### config.mk
export PLATFORM = sky130hd
export DESIGN_NAME = rgb_led_pwm_effect_controller
export DESIGN_NICKNAME = d
export VERILOG_FILES = /design/src/hw/rtl/rgbpwm_pkg.sv /design/src/hw/rtl/rgb_led_pwm_effect_controller.sv /design/src/hw/rtl/rgbpwm_effect.sv
export SDC_FILE = /design/constraint.sdc
export NUM_CORES = 1
export LEC_CHECK = 0
export BUFFER_PORTS_ARGS = -buffer_cell sky130_fd_sc_hd__buf_2
export CAP_MARGIN = 30
export CELL_PAD_IN_SITES_DETAIL_PLACEMENT = 1
export CELL_PAD_IN_SITES_GLOBAL_PLACEMENT = 2
export CORE_MARGIN = 5
export CORE_UTILIZATION = 42
export CTS_CLUSTER_DIAMETER = 100
export DETAILED_ROUTE_END_ITERATION = 16
export GPL_ROUTABILITY_DRIVEN = 0
export PLACE_DENSITY = 0.86
export SETUP_SLACK_MARGIN = 0.05
export SYNTH_ARGS = -nofsm -noshare
export SYNTH_HDL_FRONTEND = slang
export SYNTH_HIERARCHICAL = 1
export SYNTH_SLANG_ARGS = --single-unit
### constraint.sdc
create_clock -name aclk -period 6.2 [get_ports aclk]
set_input_delay 1.24 -clock aclk [delete_from_list [all_inputs] [get_ports aclk]]
set_output_delay 1.24 -clock aclk [all_outputs]
set_load 0.005 [all_outputs]
### src/hw/rtl/rgbpwm_pkg.sv
// Shared types and constants for the RGB LED PWM effect controller.
// No dependencies; used by rgbpwm_effect and rgb_led_pwm_effect_controller.
package rgbpwm_pkg;

    // Effect register file geometry and bus address map.
    localparam int EFFECT_BYTES = 8;
    localparam int EFFECT_BASE  = 32;
    localparam int SYNC_BASE    = 16;
    localparam int UPDATE_ADDR  = 1;

    localparam int EFF_IDX_W = (EFFECT_BYTES > 1) ? $clog2(EFFECT_BYTES) : 1;
    localparam int NUM_CH    = 3;

    typedef enum logic [1:0] {
        OP_WRITE = 2'd0,
        OP_PWM   = 2'd1,
        OP_TIME  = 2'd2,
        OP_NONE  = 2'd3
    } op_t;

    typedef enum logic [7:0] {
        MODE_STATIC = 8'd0,
        MODE_RAMP   = 8'd1
    } mode_code_t;

    typedef logic [7:0] byte_t;
    typedef byte_t [EFFECT_BYTES-1:0] effect_arr_t;
    typedef byte_t [NUM_CH-1:0] duty_arr_t;

endpackage

### src/hw/rtl/rgb_led_pwm_effect_controller.sv
// Top level of the three-channel RGB LED PWM controller with double-buffered
// effect registers. Depends on rgbpwm_pkg and rgbpwm_effect.
//
//  Channel | Direction | Payload                                    | Per transfer
//  --------+-----------+--------------------------------------------+--------------------
//  s_      | in        | tuser: opcode; tdata: reg_address, data    | one command
//  m_      | out       | tdata: pin_levels                          | one pin-level report
//
// Each command transfer lands in the input register; from there the state update
// and pin-level result are computed in one pass into the output register, so one
// command flows per cycle while the output is not stalled by m_tready.
// Reset (aresetn low, synchronous) clears effect bytes, duties, counters and pins
// and empties both registers. With m_tready low the output register holds, the
// input register takes one more command, and then s_tready drops.
module rgb_led_pwm_effect_controller (
    input  logic        aclk,
    input  logic        aresetn,

    input  logic        s_tvalid,
    output logic        s_tready,
    input  logic [15:0] s_tdata,   // [7:0] reg_address, [15:8] write_data
    input  logic [1:0]  s_tuser,   // [1:0] opcode

    output logic        m_tvalid,
    input  logic        m_tready,
    output logic [7:0]  m_tdata    // [2:0] pin_levels, [7:3] zero
);

    localparam int ADDR_END = rgbpwm_pkg::EFFECT_BASE + rgbpwm_pkg::EFFECT_BYTES;

    // Input register.
    logic             in_valid_reg;
    rgbpwm_pkg::op_t  in_op_reg;
    logic [7:0]       in_addr_reg;
    logic [7:0]       in_data_reg;

    // Output register.
    logic             m_valid_reg;
    logic [2:0]       m_pins_reg;

    // Controller state.
    rgbpwm_pkg::effect_arr_t shadow_reg, shadow_next;
    rgbpwm_pkg::effect_arr_t active_reg, active_next;
    rgbpwm_pkg::duty_arr_t   duty_reg, duty_next;
    logic [7:0]              phase_reg, phase_next;
    logic [2:0]              pending_reg, pending_next;
    logic [2:0]              pin_reg, pin_next;
    logic [15:0]             time_reg, time_next;

    logic                    out_ready;
    logic                    advance;
    logic                    is_update;
    logic                    is_effect;
    logic [rgbpwm_pkg::EFF_IDX_W-1:0] effect_idx;
    logic [8:0]              addr_off;
    rgbpwm_pkg::duty_arr_t   static_duty;

    // Handshake: the output register frees up when empty or being taken;
    // the input register accepts whenever it is empty or draining.
    assign out_ready = !m_valid_reg || m_tready;
    assign advance   = in_valid_reg && out_ready;
    assign s_tready  = !in_valid_reg || out_ready;

    assign m_tvalid = m_valid_reg;
    assign m_tdata  = {5'd0, m_pins_reg};

    // Bus address decode. Only the update command acts in the command range;
    // the synchronizer range and addresses past the effect bytes are ignored.
    assign addr_off   = {1'b0, in_addr_reg} - 9'(rgbpwm_pkg::EFFECT_BASE);
    assign effect_idx = addr_off[rgbpwm_pkg::EFF_IDX_W-1:0];
    assign is_update  = (in_addr_reg < 8'(rgbpwm_pkg::SYNC_BASE))
                     && (in_addr_reg == 8'(rgbpwm_pkg::UPDATE_ADDR));
    assign is_effect  = (in_addr_reg >= 8'(rgbpwm_pkg::SYNC_BASE))
                     && ({1'b0, in_addr_reg} >= 9'(rgbpwm_pkg::EFFECT_BASE))
                     && ({1'b0, in_addr_reg} < 9'(ADDR_END));

    // Per-command state update.
    always_comb begin
        shadow_next  = shadow_reg;
        active_next  = active_reg;
        phase_next   = phase_reg;
        pending_next = pending_reg;
        pin_next     = pin_reg;
        time_next    = time_reg;
        case (in_op_reg)
            rgbpwm_pkg::OP_WRITE: begin
                if (is_update) begin
                    active_next = shadow_reg;
                end else if (is_effect) begin
                    shadow_next[effect_idx] = in_data_reg;
                end
            end
            rgbpwm_pkg::OP_PWM: begin
                // Pins take last tick's compare; compare uses the duties left
                // by the previous command.
                pin_next = pending_reg;
                for (int i = 0; i < rgbpwm_pkg::NUM_CH; i++) begin
                    pending_next[i] = phase_reg < duty_reg[i];
                end
                phase_next = phase_reg + 8'd1;
            end
            rgbpwm_pkg::OP_TIME: begin
                time_next = time_reg + 16'd1;
            end
            default: begin
            end
        endcase
    end

    assign static_duty[0] = active_next[1];
    assign static_duty[1] = active_next[2];
    assign static_duty[2] = active_next[3];

    // Duties are recomputed after every command from the updated state.
    rgbpwm_effect u_effect (
        .mode        (active_next[0]),
        .static_duty (static_duty),
        .time_count  (time_next),
        .duty_hold   (duty_reg),
        .duty_next   (duty_next)
    );

    always_ff @(posedge aclk) begin
        if (!aresetn) begin
            in_valid_reg <= 1'b0;
            m_valid_reg  <= 1'b0;
            shadow_reg   <= '0;
            active_reg   <= '0;
            duty_reg     <= '0;
            phase_reg    <= '0;
            pending_reg  <= '0;
            pin_reg      <= '0;
            time_reg     <= '0;
        end else begin
            if (s_tready) begin
                in_valid_reg <= s_tvalid;
            end
            if (out_ready) begin
                m_valid_reg <= in_valid_reg;
            end
            if (advance) begin
                shadow_reg  <= shadow_next;
                active_reg  <= active_next;
                duty_reg    <= duty_next;
                phase_reg   <= phase_next;
                pending_reg <= pending_next;
                pin_reg     <= pin_next;
                time_reg    <= time_next;
            end
        end
    end

    // Payload registers carry no reset.
    always_ff @(posedge aclk) begin
        if (s_tready && s_tvalid) begin
            in_op_reg   <= rgbpwm_pkg::op_t'(s_tuser);
            in_addr_reg <= s_tdata[7:0];
            in_data_reg <= s_tdata[15:8];
        end
        if (advance) begin
            m_pins_reg <= pin_next;
        end
    end

    // The pin levels change only when a PWM tick is processed.
    a_pins_only_on_tick: assert property (@(posedge aclk) disable iff (!aresetn)
        !(advance && in_op_reg == rgbpwm_pkg::OP_PWM) |=> $stable(pin_reg))
        else $error("pin state changed without a PWM tick");

    // The phase counter steps by one on every processed PWM tick.
    a_phase_step: assert property (@(posedge aclk) disable iff (!aresetn)
        (advance && in_op_reg == rgbpwm_pkg::OP_PWM)
        |=> phase_reg == $past(phase_reg) + 8'd1)
        else $error("phase counter did not advance on a PWM tick");

    // In ramp mode the second duty is the bitwise inverse of the first and the third is off.
    a_ramp_duties: assert property (@(posedge aclk) disable iff (!aresetn)
        ($past(advance) && active_reg[0] == rgbpwm_pkg::MODE_RAMP)
        |-> (duty_reg[1] == ~duty_reg[0]) && (duty_reg[2] == 8'd0))
        else $error("ramp mode duties are inconsistent");

endmodule

### src/hw/rtl/rgbpwm_effect.sv
// Effect engine: derives the three duty levels from the active effect bytes
// and the time counter, holding the previous duties for an unknown mode. Depends on rgbpwm_pkg.
module rgbpwm_effect (
    input  rgbpwm_pkg::byte_t     mode,
    input  rgbpwm_pkg::duty_arr_t static_duty,
    input  logic [15:0]           time_count,
    input  rgbpwm_pkg::duty_arr_t duty_hold,
    output rgbpwm_pkg::duty_arr_t duty_next
);

    logic [7:0] ramp_t;
    logic [7:0] ramp_twice;
    logic [7:0] ramp_d0;

    // Triangle ramp: the top half of the count folds back down.
    assign ramp_t     = time_count[8:1];
    assign ramp_twice = {ramp_t[6:0], 1'b0};
    assign ramp_d0    = ramp_t[7] ? ~ramp_twice : ramp_twice;

    always_comb begin
        if (mode == rgbpwm_pkg::MODE_STATIC) begin
            duty_next = static_duty;
        end else if (mode == rgbpwm_pkg::MODE_RAMP) begin
            duty_next[0] = ramp_d0;
            duty_next[1] = ~ramp_d0;
            duty_next[2] = 8'd0;
        end else begin
            duty_next = duty_hold;
        end
    end

endmodule
==> Word level (Yosys, flattened, before mapping) <==
Index checks and enable logic that the tools add are counted.
{ "classes": {"reduce_logical": 17, "add_sub_neg": 3, "bitwise": 3, "muxes": 10, "magnitude_cmp": 9, "n_eq_ne": 4} }
{ "ops": {"columns": ["cell", "count"], "rows": [
  ["64-bit bitwise mux", 1],
  ["32-bit 2-to-1 mux", 2],
  ["24-bit 2-to-1 mux", 2],
  ["8-bit demux with 3-bit select", 1],
  ["8-bit < comparator", 3],
  ["16-bit by 1-bit adder with 16-bit output, second input constant", 1],
  ["8-bit by 1-bit equality test with 1-bit output, second input constant", 2],
  ["8-bit 2-to-1 mux", 2],
  ["8-bit NOT", 2],
  ["9-bit 2-to-1 mux", 1],
  ["8-bit by 1-bit adder with 8-bit output, second input constant", 1],
  ["8-bit by 5-bit >= comparator with 1-bit output, second input constant", 1],
  ["8-bit by 6-bit >= comparator with 1-bit output, second input constant", 1],
  ["8-bit zero test", 1],
  ["8-bit by 5-bit < comparator with 1-bit output, second input constant", 1],
  ["8-bit by 6-bit < comparator with 1-bit output, second input constant", 1],
  ["1-bit logical AND", 6],
  ["2-bit AND reduction", 3],
  ["3-bit by 4-bit < comparator with 1-bit output, second input constant", 1],
  ["4-bit AND reduction", 1],
  ["3-bit by 1-bit >= comparator with 1-bit output, second input constant", 1],
  ["3-bit 2-to-1 mux", 1],
  ["3-bit by 1-bit subtractor with 3-bit output, second input constant", 1],
  ["2-bit by 1-bit equality test with 1-bit output, second input constant", 1],
  ["other kinds (6)", 8]
]} }
{ "totals": {"wordCells": 72, "reg_bits": 173, "out_inout_bits": 10, "in_bits": 22} }

==> Logic depth before layout (Yosys ltp) <==
{ "depth": {"word_depth": 7, "mapped_depth": 12, "mapped_depth_nobuf": 10} }

==> Cells and area by module <==
The synthesis kept the hierarchy.
{ "by_module_without_submodules": {"columns": ["mod", "n_inst", "cells_per_inst", "seq_area_each_um2", "area_each_um2"], "rows": [
  ["rgb_led_pwm_effect_controller", 1, 752, 3032.9, 6902.9],
  ["rgbpwm_effect", 1, 81, 0.0, 651.9]
]} }

==> Least setup slack after synthesis <==
Ideal clock, no wire load.
{ "synth_path": {"kind": "reg-to-reg", "startpoint": "register in_addr_reg[6]", "endpoint": "register duty_reg[1] (netlist name)", "t_arrival_ps": 2664, "required_ps": 6078, "period_less_slack_ps": 2786, "setup_ps": 122, "path_slack_ps": 3414, "path_stages_with_launch": 13, "n_path_buf": 3, "path_cell_list": "edfxtp_1 nor4_4 and2_1 buf_4 nand2_4 buf_6 mux2_2 nor4_4 nand2_4 buf_6 mux2_4 nand2_1 a21boi_0"} }
{ "synth_rtl": {"columns": ["element", "line", "rtl"], "rows": [
  ["start: declaration", "rgb_led_pwm_effect_controller.sv:34", "logic [7:0] in_addr_reg;"],
  ["start signal: assignment", "rgb_led_pwm_effect_controller.sv:157", "in_addr_reg <= s_tdata[7:0];"],
  ["end signal: assignment", "rgb_led_pwm_effect_controller.sv:144", "duty_reg <= duty_next;"],
  ["end: declaration", "rgb_led_pwm_effect_controller.sv:44", "rgbpwm_pkg::duty_arr_t duty_reg, duty_next;"]
]} }

==> results.json <==
{
  "status": "finished clean",
  "reg2regPathDepth": 10,
  "area_growth_pct": 11.6,
  "drc": 0,
  "p_leak_nw": 2.75,
  "p_comb_share_pct": 3.2,
  "gr-total-overflow": 0,
  "hold_violations": 0,
  "hold_class": "flip-flop to flip-flop",
  "cts-root-buf": "clkbuf_16",
  "dr.pass1.iters": 4,
  "die_area_um2": 19600,
  "crit_type": "flip-flop to flip-flop",
  "cts_resized": 0,
  "via_count": 5678,
  "cts_tree": "built",
  "synth.cell_area_um2": 7110,
  "endpoint_kind": "flip-flop",
  "slew_violations": 0,
  "io_pins": 32,
  "r2r_start": "in_addr_reg[2]$_DFFE_PP_",
  "holdWs_ps": 470,
  "clkTransAtPathRegs_ps": 60,
  "r2r-end": "duty_reg[7]$_SDFFE_PN0N_",
  "grt_pass1_wl_um": 31700,
  "dpl_cell_area_um2": 7310,
  "hold_start": "pin_reg[0]$_SDFFE_PN0N_",
  "regArea_um2": 2890,
  "crit_path_start_kind": "flip-flop",
  "whs_endpoint": "pin_reg[0]$_SDFFE_PN0N_",
  "power.switching_mw": 0.484,
  "fin_skew_ps": 7.60,
  "first_global_vias": 5859,
  "grt_max_degree": 67,
  "synth_cells": 778,
  "nets": 814,
  "setup_viol": 0,
  "clkPwrFrac_pct": 51.6,
  "viasPerCell": 5.67,
  "cts_hold_buf": 0,
  "drt_iter0_drc": 453,
  "min_period_ps": 3760,
  "cts_made_buffers": 17,
  "start_util_pct": 42.9,
  "h-tree-depth": 4,
  "wl_um": 19100,
  "die_width_um": 140,
  "synth_warnings": 6,
  "swShare_pct": 24.2,
  "core.rowCount": 47,
  "internal-power_mw": 1.52,
  "rsz0062_at_grt": "no",
  "r2r_slack_ps": 2440,
  "final.period_utilization_pct": 60.6,
  "io_buffers": 26,
  "drive_gt1_share_pct": 16.4,
  "max_freq_mhz": 266,
  "powerDensity_nw_per_um2": 253,
  "max-cap-violations": 0,
  "clock_sinks": 134,
  "arrival_ps": 4060,
  "setup_tns_ps": 0,
  "grt_usage_pct": 20.2,
  "hpwl_um": 13300,
  "critPathMaxFanout": 33,
  "design_area_um2": 7930,
  "multiInputGateArea_um2": 3800,
  "core_area_um2": 16600,
  "drtAntennaViolNets": 0,
  "post_cts_buffers": 0,
  "avgSynthCellArea_um2": 9.13,
  "die_h_um": 140,
  "nFillCells": 1924,
  "antenna_found_initial": 0,
  "max_slew_margin_pct": 29.9,
  "insertion_delay_ps": 430,
  "diodes": 0,
  "hold_depth": 2,
  "worstPathRequired_ps": 6490,
  "ir_worst_vdd_v": 0.000199,
  "wire_per_inst_um": 19.0,
  "clockBufferDepth": 2,
  "worstMarginPinSlew_ps": 1050,
  "seqPwrFrac_pct": 45.2
}
## per-layer routing
layer  GRT usage, %  vias up  routed length, um
met1           26.2     2853               8440
met4           6.78        0                365
li1               -     2724                  -
met2           34.3       79               9700
met3           3.34       22                575
met5              0        -                  0
## final cells by class
type / instances / area share (%)
clock inverters: 15 / 2.13
well taps: 220 / 3.47
inverters: 26 / 1.23
repair buffers: 35 / 3.35
multi-input cells: 555 / 48.0
flip-flops and latches: 134 / 36.5
clock buffers: 17 / 5.37
## worst max-delay path by stage
stage / end / slack [ps] / depth (start not counted) / startpoint
after global routing: duty_reg[7]$_SDFFE_PN0N_ / 2110 / 10 / in_addr_reg[2]$_DFFE_PP_
after detailed placement: duty_reg[7]$_SDFFE_PN0N_ / 2480 / 10 / in_addr_reg[2]$_DFFE_PP_
after floorplan: duty_reg[1]$_SDFFE_PN0N_ / 3410 / 12 / in_addr_reg[6]$_DFFE_PP_
final: duty_reg[7]$_SDFFE_PN0N_ / 2440 / 10 / in_addr_reg[2]$_DFFE_PP_
after CTS: duty_reg[7]$_SDFFE_PN0N_ / 2430 / 10 / in_addr_reg[2]$_DFFE_PP_
after global placement: duty_reg[1]$_SDFFE_PN0N_ / 1910 / 9 / in_addr_reg[6]$_DFFE_PP_
## through the flow
stage / cells / util [%] / setup WS, ps / total power, mW
after floorplan: 782 / - / 3410 / 0.964
after global placement: 965 / 43.6 / 1910 / 0.984
after detailed placement: 969 / 44.1 / 2480 / 0.988
after CTS: 1001 / 47.6 / 2430 / 2.02
after global routing: 1002 / 47.8 / 2110 / 2.08
final: 1002 / 47.8 / 2440 / 2.00
## power groups by stage
stage	logic, mW	clock network, mW	registers (mW)
global placement	0.0597	0	0.924
detailed placement	0.0632	0	0.925
floorplan	0.0455	0	0.919
global route	0.0705	1.10	0.907
finish	0.0641	1.03	0.906
CTS	0.0631	1.05	0.906
## worst max-delay path, stage by stage (launching register included)
cell      delay (ps)
edfxtp_1         410
nand2b_1         210
nor3_4           120
buf_4            370
nand2_4          330
mux2_2           380
nor3_2           850
nand2_4          360
mux2_4           390
nand2_1           70
a21boi_0         120
## placed cells by master (no fill, tap or decap), drive strengths merged, types with 17 or more instances in the layout
cell type	instances
clkbuf	17
ha	23
nand3	77
mux2	52
a21oi	19
nand2	77
xnor2	20
dfxtp	113
o21ai	69
edfxtp	21
buf	35
a21boi	95
inv	33
Power figures use the tool's default switching activity.
